**config.mk**
```make
export PLATFORM = sky130hd
export DESIGN_NAME = platform_interrupt_controller_core
export DESIGN_NICKNAME = d
export VERILOG_FILES = /design/src/pic_pkg.sv /design/src/pic_front.sv /design/src/pic_back.sv /design/src/platform_interrupt_controller_core.sv
export SDC_FILE = /design/constraint.sdc
export NUM_CORES = 2
export LEC_CHECK = 0
export BUFFER_PORTS_ARGS = -buffer_cell sky130_fd_sc_hd__buf_2
export CAP_MARGIN = 10
export CORE_AREA = 4 4 366 260
export DETAILED_ROUTE_END_ITERATION = 8
export DIE_AREA = 0 0 370 264
export PLACE_DENSITY = 0.71
export SKIP_CTS_REPAIR_TIMING = 1
export SYNTH_ARGS = -nofsm -noshare
export SYNTH_HDL_FRONTEND = slang
export SYNTH_SLANG_ARGS = --single-unit
export TNS_END_PERCENT = 1
```
**constraint.sdc**
```tcl
create_clock -name clk -period 4.4 [get_ports clk]
set_input_delay 0.66 -clock clk [delete_from_list [all_inputs] [get_ports clk]]
set_output_delay 0.66 -clock clk [all_outputs]
set_load 0.01 [all_outputs]
```
**src/pic_pkg.sv**
```systemverilog
// Shared types, constants and codes of the platform interrupt controller.
package pic_pkg;

	localparam int NUM_SOURCES   = 64;
	localparam int NUM_CONTEXTS  = 4;
	localparam int PRIO_BITS     = 5;

	localparam int SRC_W     = $clog2(NUM_SOURCES);
	localparam int SRC_WORDS = (NUM_SOURCES + 31) / 32;
	localparam int CTX_W     = (NUM_CONTEXTS > 1) ? $clog2(NUM_CONTEXTS) : 1;
	localparam int ADDR_W    = 26;

	localparam logic [31:0] PRIO_MAX = 32'((1 << PRIO_BITS) - 1);

	localparam logic [ADDR_W-1:0] PRIO_END   = ADDR_W'(NUM_SOURCES * 4);
	localparam logic [ADDR_W-1:0] PEND_BASE  = ADDR_W'(32'h1000);
	localparam logic [ADDR_W-1:0] PEND_END   = ADDR_W'(32'h1000 + SRC_WORDS * 4);
	localparam logic [ADDR_W-1:0] EN_BASE    = ADDR_W'(32'h2000);
	localparam logic [ADDR_W-1:0] EN_END     = ADDR_W'(32'h2000 + NUM_CONTEXTS * 32'h100);
	localparam logic [ADDR_W-1:0] CTRL_ADDR  = ADDR_W'(32'h1ffffc);
	localparam logic [ADDR_W-1:0] CTX_BASE   = ADDR_W'(32'h200000);
	localparam logic [ADDR_W-1:0] CTX_END    = ADDR_W'(32'h200000 + NUM_CONTEXTS * 32'h2000);
	localparam logic [12:0]       CLAIM_OFF  = 13'h004;

	localparam logic [1:0] CMD_READ    = 2'd0;
	localparam logic [1:0] CMD_WRITE   = 2'd1;
	localparam logic [1:0] CMD_REQUEST = 2'd2;
	localparam logic [1:0] CMD_RSVD    = 2'd3;

	typedef struct packed {
		logic [1:0]        command;
		logic [ADDR_W-1:0] address;
		logic [31:0]       write_data;
		logic [5:0]        source_id;
		logic              level;
	} pic_cmd_t;

	typedef struct packed {
		logic [31:0] read_data;
		logic        access_error;
		logic [3:0]  irq_lines;
	} pic_res_t;

	typedef enum logic [3:0] {
		OP_NOP,
		OP_ERR,
		OP_PRIO_RD,
		OP_PRIO_WR,
		OP_PEND_RD,
		OP_PEND_WR,
		OP_EN_RD,
		OP_EN_WR,
		OP_CTRL_RD,
		OP_CTRL_WR,
		OP_THR_RD,
		OP_THR_WR,
		OP_CLAIM,
		OP_COMPLETE,
		OP_REQ
	} pic_kind_t;

	typedef struct packed {
		pic_kind_t         kind;
		logic [SRC_W-1:0]  idx;
		logic [CTX_W-1:0]  ctx;
		logic [31:0]       data;
	} pic_op_t;

	typedef enum logic [2:0] {
		ST_IDLE,
		ST_EXEC,
		ST_PRD,
		ST_SCAN,
		ST_DRAIN,
		ST_FINISH
	} pic_state_t;

endpackage

```
**src/pic_front.sv**
```systemverilog
// Front end: decodes commands into operations and queues them for the back end.
module pic_front (
	input  logic              clk,
	input  logic              arst_n,
	input  logic              start,
	input  pic_pkg::pic_cmd_t item,
	output logic              busy,
	input  logic              pop,
	output pic_pkg::pic_op_t  head,
	output logic              empty
);
	import pic_pkg::*;

	pic_op_t           dec;
	pic_op_t           q_mem [2];
	logic              wr_ptr_q;
	logic              rd_ptr_q;
	logic [1:0]        count_q;
	logic              push;
	logic [ADDR_W-1:0] a;
	logic [ADDR_W-1:0] rel_pend;
	logic [ADDR_W-1:0] rel_en;
	logic [ADDR_W-1:0] rel_ctx;
	logic              wr;

	assign a        = item.address;
	assign rel_pend = a - PEND_BASE;
	assign rel_en   = a - EN_BASE;
	assign rel_ctx  = a - CTX_BASE;
	assign wr       = (item.command == CMD_WRITE);

	always_comb begin
		dec.kind = OP_NOP;
		dec.idx  = '0;
		dec.ctx  = '0;
		dec.data = item.write_data;
		if (item.command == CMD_READ || item.command == CMD_WRITE) begin
			dec.kind = OP_ERR;
			if (a[1:0] == 2'b00) begin
				priority if (a < PRIO_END) begin
					dec.kind = wr ? OP_PRIO_WR : OP_PRIO_RD;
					dec.idx  = a[SRC_W+1:2];
				end else if (a >= PEND_BASE && a < PEND_END) begin
					dec.kind = wr ? OP_PEND_WR : OP_PEND_RD;
					dec.idx  = SRC_W'(rel_pend >> 2);
				end else if (a >= EN_BASE && a < EN_END) begin
					dec.ctx = CTX_W'(rel_en >> 8);
					dec.idx = SRC_W'(rel_en[7:2]);
					if (32'(rel_en[7:2]) < 32'(SRC_WORDS))
						dec.kind = wr ? OP_EN_WR : OP_EN_RD;
				end else if (a == CTRL_ADDR) begin
					dec.kind = wr ? OP_CTRL_WR : OP_CTRL_RD;
				end else if (a >= CTX_BASE && a < CTX_END) begin
					dec.ctx = CTX_W'(rel_ctx >> 13);
					if (rel_ctx[12:0] == 13'd0)
						dec.kind = wr ? OP_THR_WR : OP_THR_RD;
					else if (rel_ctx[12:0] == CLAIM_OFF)
						dec.kind = wr ? OP_COMPLETE : OP_CLAIM;
				end
			end
		end else if (item.command == CMD_REQUEST && item.level) begin
			dec.kind = OP_REQ;
			dec.data = 32'(item.source_id);
		end
	end

	assign busy  = (count_q == 2'd2);
	assign empty = (count_q == 2'd0);
	assign push  = start && !busy;
	assign head  = q_mem[rd_ptr_q];

	always_ff @(posedge clk) begin
		if (push)
			q_mem[wr_ptr_q] <= dec;
	end

	always_ff @(posedge clk or negedge arst_n) begin
		if (!arst_n) begin
			wr_ptr_q <= 1'b0;
			rd_ptr_q <= 1'b0;
			count_q  <= 2'd0;
		end else begin
			if (push)
				wr_ptr_q <= !wr_ptr_q;
			if (pop)
				rd_ptr_q <= !rd_ptr_q;
			count_q <= count_q + 2'(push) - 2'(pop);
		end
	end

endmodule

```
**src/pic_back.sv**
```systemverilog
// Back end: executes operations, scans sources for claims and interrupt lines.
module pic_back (
	input  logic              clk,
	input  logic              arst_n,
	input  pic_pkg::pic_op_t  head,
	input  logic              empty,
	output logic              pop,
	output logic              done,
	output pic_pkg::pic_res_t result
);
	import pic_pkg::*;

	pic_state_t                        state_q;
	pic_state_t                        state_d;
	pic_op_t                           op_q;
	logic                              claim_q;
	logic [31:0]                       rd_q;
	logic                              err_q;
	logic [SRC_W-1:0]                  scan_id_q;
	logic                              valid_s1;
	logic [SRC_W-1:0]                  id_s1;
	logic [PRIO_BITS-1:0]              prio_s1;
	logic                              pvld_s1;
	logic [NUM_CONTEXTS-1:0][SRC_W-1:0]     best_id_q;
	logic [NUM_CONTEXTS-1:0][PRIO_BITS-1:0] best_p_q;
	logic [PRIO_BITS-1:0]              prio_mem [NUM_SOURCES];
	logic [NUM_SOURCES-1:0]            prio_vld_q;
	logic [NUM_SOURCES-1:0]            pend_q;
	logic [NUM_SOURCES-1:0]            insvc_q;
	logic [NUM_CONTEXTS-1:0][NUM_SOURCES-1:0] en_q;
	logic [NUM_CONTEXTS-1:0][PRIO_BITS-1:0]   thr_q;
	logic                              ctrl_q;
	logic                              done_q;
	pic_res_t                          result_q;

	logic                              exec;
	logic                              emit;
	logic                              claim_apply;
	logic                              mem_we;
	logic [SRC_W-1:0]                  rd_addr;
	logic [PRIO_BITS-1:0]              pv;
	logic [NUM_CONTEXTS-1:0]           cand;
	logic [NUM_CONTEXTS-1:0]           lines;
	logic [31:0]                       rd_val;
	logic [PRIO_BITS-1:0]              clamped;
	logic [SRC_W-1:0]                  cid;
	logic                              cid_ok;
	logic [SRC_W-1:0]                  bid;

	function automatic logic [31:0] word_bits(input logic [NUM_SOURCES-1:0] v,
			input logic [SRC_W-1:0] w);
		logic [31:0] r;
		int          id;
		r = '0;
		for (int b = 0; b < 32; b++) begin
			id = int'(w) * 32 + b;
			if (id >= 1 && id < NUM_SOURCES)
				r[b] = v[SRC_W'(id)];
		end
		return r;
	endfunction

	always_comb begin
		state_d = state_q;
		unique case (state_q)
			ST_IDLE:   if (!empty) state_d = ST_EXEC;
			ST_EXEC:   state_d = (op_q.kind == OP_PRIO_RD) ? ST_PRD : ST_SCAN;
			ST_PRD:    state_d = ST_SCAN;
			ST_SCAN:   if (scan_id_q == SRC_W'(NUM_SOURCES - 1)) state_d = ST_DRAIN;
			ST_DRAIN:  state_d = ST_FINISH;
			ST_FINISH: state_d = claim_q ? ST_SCAN : ST_IDLE;
			default:   state_d = ST_IDLE;
		endcase
	end

	always_comb begin
		pop         = (state_q == ST_IDLE) && !empty;
		exec        = (state_q == ST_EXEC);
		emit        = (state_q == ST_FINISH) && !claim_q;
		claim_apply = (state_q == ST_FINISH) && claim_q;
	end

	assign mem_we  = exec && op_q.kind == OP_PRIO_WR && op_q.idx != '0;
	assign rd_addr = (state_q == ST_SCAN) ? scan_id_q : op_q.idx;
	assign clamped = (op_q.data > PRIO_MAX) ? PRIO_MAX[PRIO_BITS-1:0]
		: op_q.data[PRIO_BITS-1:0];
	assign pv      = pvld_s1 ? prio_s1 : '0;
	assign cid     = op_q.data[SRC_W-1:0];
	assign cid_ok  = op_q.data >= 32'd1 && op_q.data < 32'(NUM_SOURCES);
	assign bid     = best_id_q[op_q.ctx];

	always_comb begin
		for (int c = 0; c < NUM_CONTEXTS; c++) begin
			cand[c]  = valid_s1 && id_s1 != '0 && pend_q[id_s1] && en_q[c][id_s1]
				&& pv > thr_q[c] && pv > best_p_q[c];
			lines[c] = best_id_q[c] != '0;
		end
	end

	always_comb begin
		unique case (op_q.kind)
			OP_PEND_RD: rd_val = word_bits(pend_q, op_q.idx);
			OP_EN_RD:   rd_val = word_bits(en_q[op_q.ctx], op_q.idx);
			OP_CTRL_RD: rd_val = {31'd0, ctrl_q};
			OP_THR_RD:  rd_val = 32'(thr_q[op_q.ctx]);
			default:    rd_val = '0;
		endcase
	end

	always_ff @(posedge clk) begin
		if (mem_we)
			prio_mem[op_q.idx] <= clamped;
		prio_s1 <= prio_mem[rd_addr];
	end

	always_ff @(posedge clk) begin
		if (pop)
			op_q <= head;
		id_s1 <= scan_id_q;
		if (emit) begin
			result_q.read_data    <= rd_q;
			result_q.access_error <= err_q;
			result_q.irq_lines    <= 4'(lines);
		end
	end

	always_ff @(posedge clk or negedge arst_n) begin
		if (!arst_n) begin
			state_q    <= ST_IDLE;
			claim_q    <= 1'b0;
			rd_q       <= '0;
			err_q      <= 1'b0;
			scan_id_q  <= '0;
			valid_s1   <= 1'b0;
			pvld_s1    <= 1'b0;
			best_id_q  <= '0;
			best_p_q   <= '0;
			prio_vld_q <= '0;
			pend_q     <= '0;
			insvc_q    <= '0;
			en_q       <= '0;
			thr_q      <= '0;
			ctrl_q     <= 1'b0;
			done_q     <= 1'b0;
		end else begin
			state_q  <= state_d;
			done_q   <= emit;
			valid_s1 <= (state_q == ST_SCAN);
			pvld_s1  <= prio_vld_q[rd_addr];
			if (pop)
				claim_q <= (head.kind == OP_CLAIM);

			if (state_q == ST_SCAN) begin
				scan_id_q <= (scan_id_q == SRC_W'(NUM_SOURCES - 1)) ? '0
					: scan_id_q + SRC_W'(1);
				if (scan_id_q == '0) begin
					best_id_q <= '0;
					best_p_q  <= '0;
				end
			end
			for (int c = 0; c < NUM_CONTEXTS; c++) begin
				if (cand[c]) begin
					best_id_q[c] <= id_s1;
					best_p_q[c]  <= pv;
				end
			end

			if (exec) begin
				rd_q  <= rd_val;
				err_q <= (op_q.kind == OP_ERR);
				unique case (op_q.kind)
					OP_PRIO_WR: if (op_q.idx != '0) prio_vld_q[op_q.idx] <= 1'b1;
					OP_PEND_WR: begin
						for (int i = 1; i < NUM_SOURCES; i++)
							if ((i >> 5) == int'(op_q.idx))
								pend_q[i] <= op_q.data[i & 31];
					end
					OP_EN_WR: begin
						for (int i = 1; i < NUM_SOURCES; i++)
							if ((i >> 5) == int'(op_q.idx))
								en_q[op_q.ctx][i] <= op_q.data[i & 31];
					end
					OP_CTRL_WR: ctrl_q <= op_q.data[0];
					OP_THR_WR:  thr_q[op_q.ctx] <= clamped;
					OP_COMPLETE: begin
						if (cid_ok && insvc_q[cid] && en_q[op_q.ctx][cid])
							insvc_q[cid] <= 1'b0;
					end
					OP_REQ: begin
						if (cid_ok && !insvc_q[cid])
							pend_q[cid] <= 1'b1;
					end
					default: ;
				endcase
			end

			if (state_q == ST_PRD)
				rd_q <= pvld_s1 ? 32'(prio_s1) : '0;

			if (claim_apply) begin
				claim_q <= 1'b0;
				rd_q    <= 32'(bid);
				if (bid != '0) begin
					pend_q[bid]  <= 1'b0;
					insvc_q[bid] <= 1'b1;
				end
			end
		end
	end

	assign done   = done_q;
	assign result = result_q;

endmodule

```
**src/platform_interrupt_controller_core.sv**
```systemverilog
// Top level of the platform interrupt controller: front decode queue plus back end.
// The two-entry front queue takes new commands while the back end works; the back end
// takes one operation at a time from the queue and scans the sources one at a time,
// twice for a claim read, with an extra read step for a priority read. done strobes
// one cycle and cannot stall. Reset asynchronously clears the control and status
// state; the priority memory, queue storage and result register are not reset.
module platform_interrupt_controller_core (
	input  logic              clk,
	input  logic              arst_n,
	input  logic              start,
	input  pic_pkg::pic_cmd_t item,
	output logic              busy,
	output logic              done,
	output pic_pkg::pic_res_t result
);
	import pic_pkg::*;

	pic_op_t head;
	logic    empty;
	logic    pop;

	pic_front u_front (
		.clk    (clk),
		.arst_n (arst_n),
		.start  (start),
		.item   (item),
		.busy   (busy),
		.pop    (pop),
		.head   (head),
		.empty  (empty)
	);

	pic_back u_back (
		.clk    (clk),
		.arst_n (arst_n),
		.head   (head),
		.empty  (empty),
		.pop    (pop),
		.done   (done),
		.result (result)
	);

endmodule
```
==> impl_metrics.py <==
metrics = {
    "status": {
        "status": "finished clean",
    },
    "critical_path": {
        "critPathMaxFanout": 63,
        "cpMaxStageDelayCell": "nand4_1",
        "crit_family": "simple AND/OR/NAND/NOR gates",
        "path_class": "flip-flop to flip-flop",
        "critPathArrivalTime_ps": 4590,
        "cp-start-kind": "flip-flop",
        "reg2reg_slack_ps": 380,
        "rr_worst_depth": 9,
        "crit_buf_inv": 3,
        "endpoint_kind": "flip-flop",
        "critical_path.max_stage_delay_ps": 740,
        "crit_required_ps": 4970,
        "path_cells": "buf_4 > nor2_1 > nand4_1 > a311oi_1 > buf_4 > nand4_1 > nor4_4 > buf_12 > a41oi_1",
        "r2r-start": "u_back.op_q[7]",
        "r2r-end": "u_back.insvc_q[3]",
    },
    "route": {
        "drc": 0,
        "dr.pass1.iters": 6,
        "antenna_left": 0,
        "drt-wirelength-per-cell_um": 27.34,
        "viasPerCell": 6.447,
        "vias": 34976,
        "drt_iter0_markers": 4962,
        "routed_wl_mm": 148.3,
    },
    "synthesis": {
        "synth_edf_count": 489,
        "synth_commonest_cells": "nand2_1 (607), dfrtp_1 (559), edfxtp_1 (489)",
        "yosys_most_used_dff": "dfrtp_1",
        "synthCells": 4021,
        "ys_seq_area_share_pct": 57.85,
        "yosys.cell_count.top_type": "nand2_1",
        "yosys.area.top_type": "edfxtp_1",
        "ys_seq_elements": 1059,
        "synthArstFlopShare_pct": 52.79,
        "yosys_warnings": 0,
        "netlist.area_leader.share_pct": 29.40,
        "syn_area_um2": 49940,
        "syn_avg_cell_area_um2": 12.42,
        "ys_types": 67,
        "synth.area.top_cells": "edfxtp_1 (29%), dfrtp_1 (28%), mux4_2 (8.2%)",
    },
    "layout": {
        "drive_above_1_share_pct": 23.89,
        "area_delta_synth_final_pct": 11.27,
        "fin_nets": 4218,
        "num_antenna_cells": 0,
    },
    "grt": {
        "track_usage_pct": 30.41,
        "grt_max_degree": 110,
        "antenna_found_initial": 3,
        "grt.overflow.total": 0,
        "grt_pass1_vias": 33876,
        "grt_pass1_wl_mm": 223.1,
    },
    "sta": {
        "setup_viol": 0,
        "tightest_slew_ps": 1113,
        "fin_tns_setup_ps": 0,
        "fin_crit_sh_pct": 91.32,
        "hold_viol": 0,
        "layout_setup_ws_ps": 382.1,
        "slew_headroom_pct": 25.63,
        "finalClockSkew_ps": 36.53,
        "rsz0062_at_grt": "false",
        "layout_min_cycle_time_ps": 4018,
        "drv_slew": 0,
        "fmax_mhz": 248.9,
    },
    "clocking": {
        "cts_sinks": 1059,
        "insertion_delay_ps": 720,
        "path_clk_slew_ps": 70,
        "cts_tree": "yes",
        "cts_buffers": 100,
        "cts-root-buf": "clkbuf_16",
        "cts_buffer_depth": 3,
        "ctsHtreeMaxLevel": 3,
    },
    "place": {
        "place_congestion": 0.9887,
        "dp_slack_ps": 627.5,
        "io_buffer_count": 108,
        "place_hpwl_mm": 103.7,
    },
    "die": {
        "dieHeight_um": 264,
        "die_area_um2": 97680,
        "core_area_um2": 91460,
        "die_w_um": 370,
        "start_util_pct": 54.60,
        "rows": 93,
        "io_pins": 109,
    },
    "run": {
        "cap_viol_max_count": 0,
    },
    "power_and_ir_drop": {
        "powerDensity_nw_per_um2": 530.9,
        "p_leak_nw": 22.58,
        "ir_worst_vdd_mv": 0.7953,
    },
    "min_path": {
        "min_path_type": "primary input to async pin",
    },
}
power breakdown:
| group | total, mW | leakage [nW] | internal (mW) | switching, mW |
|---|---|---|---|---|
| registers | 11.7 | 11.2 | 11.0 | 0.667 |
| clock network | 8.95 | 1.65 | 5.07 | 3.88 |
| logic | 8.87 | 9.69 | 2.99 | 5.88 |
| total | 29.5 | 22.6 | 19.1 | 10.4 |
through the flow:
step	total power [mW]	hold slack [ps]	util, %	instances	area [um^2]
after floorplan	17.34	345.4	-	4025	49960
after global placement	20.32	365.4	57.08	5237	52200
after detailed placement	20.45	368.3	57.08	5237	52200
after CTS	29.34	40.01	60.76	5425	55570
after global routing	30.71	79.76	60.76	5425	55570
final	29.50	5.764	60.76	5425	55570
worst reg2reg max path: cells and delay by family, from the launching register on:
family / cells / cell delay, ps
simple gates: 4 / 2060
compound gates: 2 / 750
buf+inv: 3 / 720
flops: 1 / 370
kinds of logic after synthesis:
kind of cell	share of synthesized area (%)
AO/OA/AOI/OAI	5.888
adder cells (fa/ha/maj)	1.102
other	0.007509
multiplexers	18.89
flip-flops	57.85
XOR/XNOR	0.1403
buffers and inverters	2.876
AND/OR/NAND/NOR	13.24
worst max-delay path by stage:
stage	slack [ps]	cells past startpoint	from	end
3_3_place_gp	750	10	u_back.op_q[32]	u_back.insvc_q[33]
5_1_grt	320	9	u_back.op_q[7]	u_back.insvc_q[3]
6_report	380	9	u_back.op_q[7]	u_back.insvc_q[3]
4_1_cts	620	9	u_back.op_q[7]	u_back.insvc_q[2]
3_5_place_dp	630	9	u_back.op_q[7]	u_back.insvc_q[3]
2_1_floorplan	440	2	u_back.state_q[2]	u_back.result[0]
metal layers:
metal	global-route usage, %	routed length [um]
met4	6.541	3209
met1	48.15	65200
met2	37.57	56420
met5	0	36
met3	14.12	23450
state kept, by name, indices dropped and copies added, names as in the netlist, 5 cells and up:
name and cells:
u_back.best_id_q 24, u_back.prio_vld_q 64, u_back.cid 6, u_back.thr_q 20
u_back.op_q 38, u_back.rd_q 32, u_back.prio_mem 320, u_back.en_q 252
u_back.result 37, u_back.prio_s1 5, u_back.best_p_q 20, u_front.q_mem 88
u_back.pend_q 64, u_back.id_s1 6, u_back.insvc_q 64, u_back.scan_id_q 6
cell type report:
| class | instances | area, um^2 |
|---|---|---|
| repair buffers | 254 | 1797 |
| flip-flops and latches | 1059 | 28900 |
| well taps | 1235 | 1545 |
| inverters | 67 | 251.5 |
| fillers | 7185 | 35890 |
| multi-input cells | 2622 | 19710 |
| clock inverters | 54 | 575.6 |
| clock buffers | 134 | 2794 |
cell usage in the layout (no fill, tap or decap), types with 11 or more instances in the layout:
cell type / n
nand2_1: 607
dfrtp_1: 558
edfxtp_1: 489
mux2_2: 310
nor2_1: 276
mux2i_1: 182
mux4_2: 182
nand3_1: 181
a21oi_1: 143
buf_4: 134
buf_2: 107
clkbuf_16: 103
nor3_1: 90
a31oi_1: 66
or2_2: 60
inv_1: 57
o21ai_0: 44
ha_1: 44
and2_1: 40
a22oi_1: 39
and3_1: 36
nor2b_1: 33
a22o_1: 27
a221oi_1: 22
o22ai_1: 22
nand2b_1: 21
nor4_1: 21
o221ai_1: 21
clkbuf_1: 21
clkinv_2: 19
a32oi_1: 18
nand4_1: 17
clkinv_1: 14
buf_12: 12
nand3b_1: 11
Note: power is estimated with default switching activity, not from simulation.
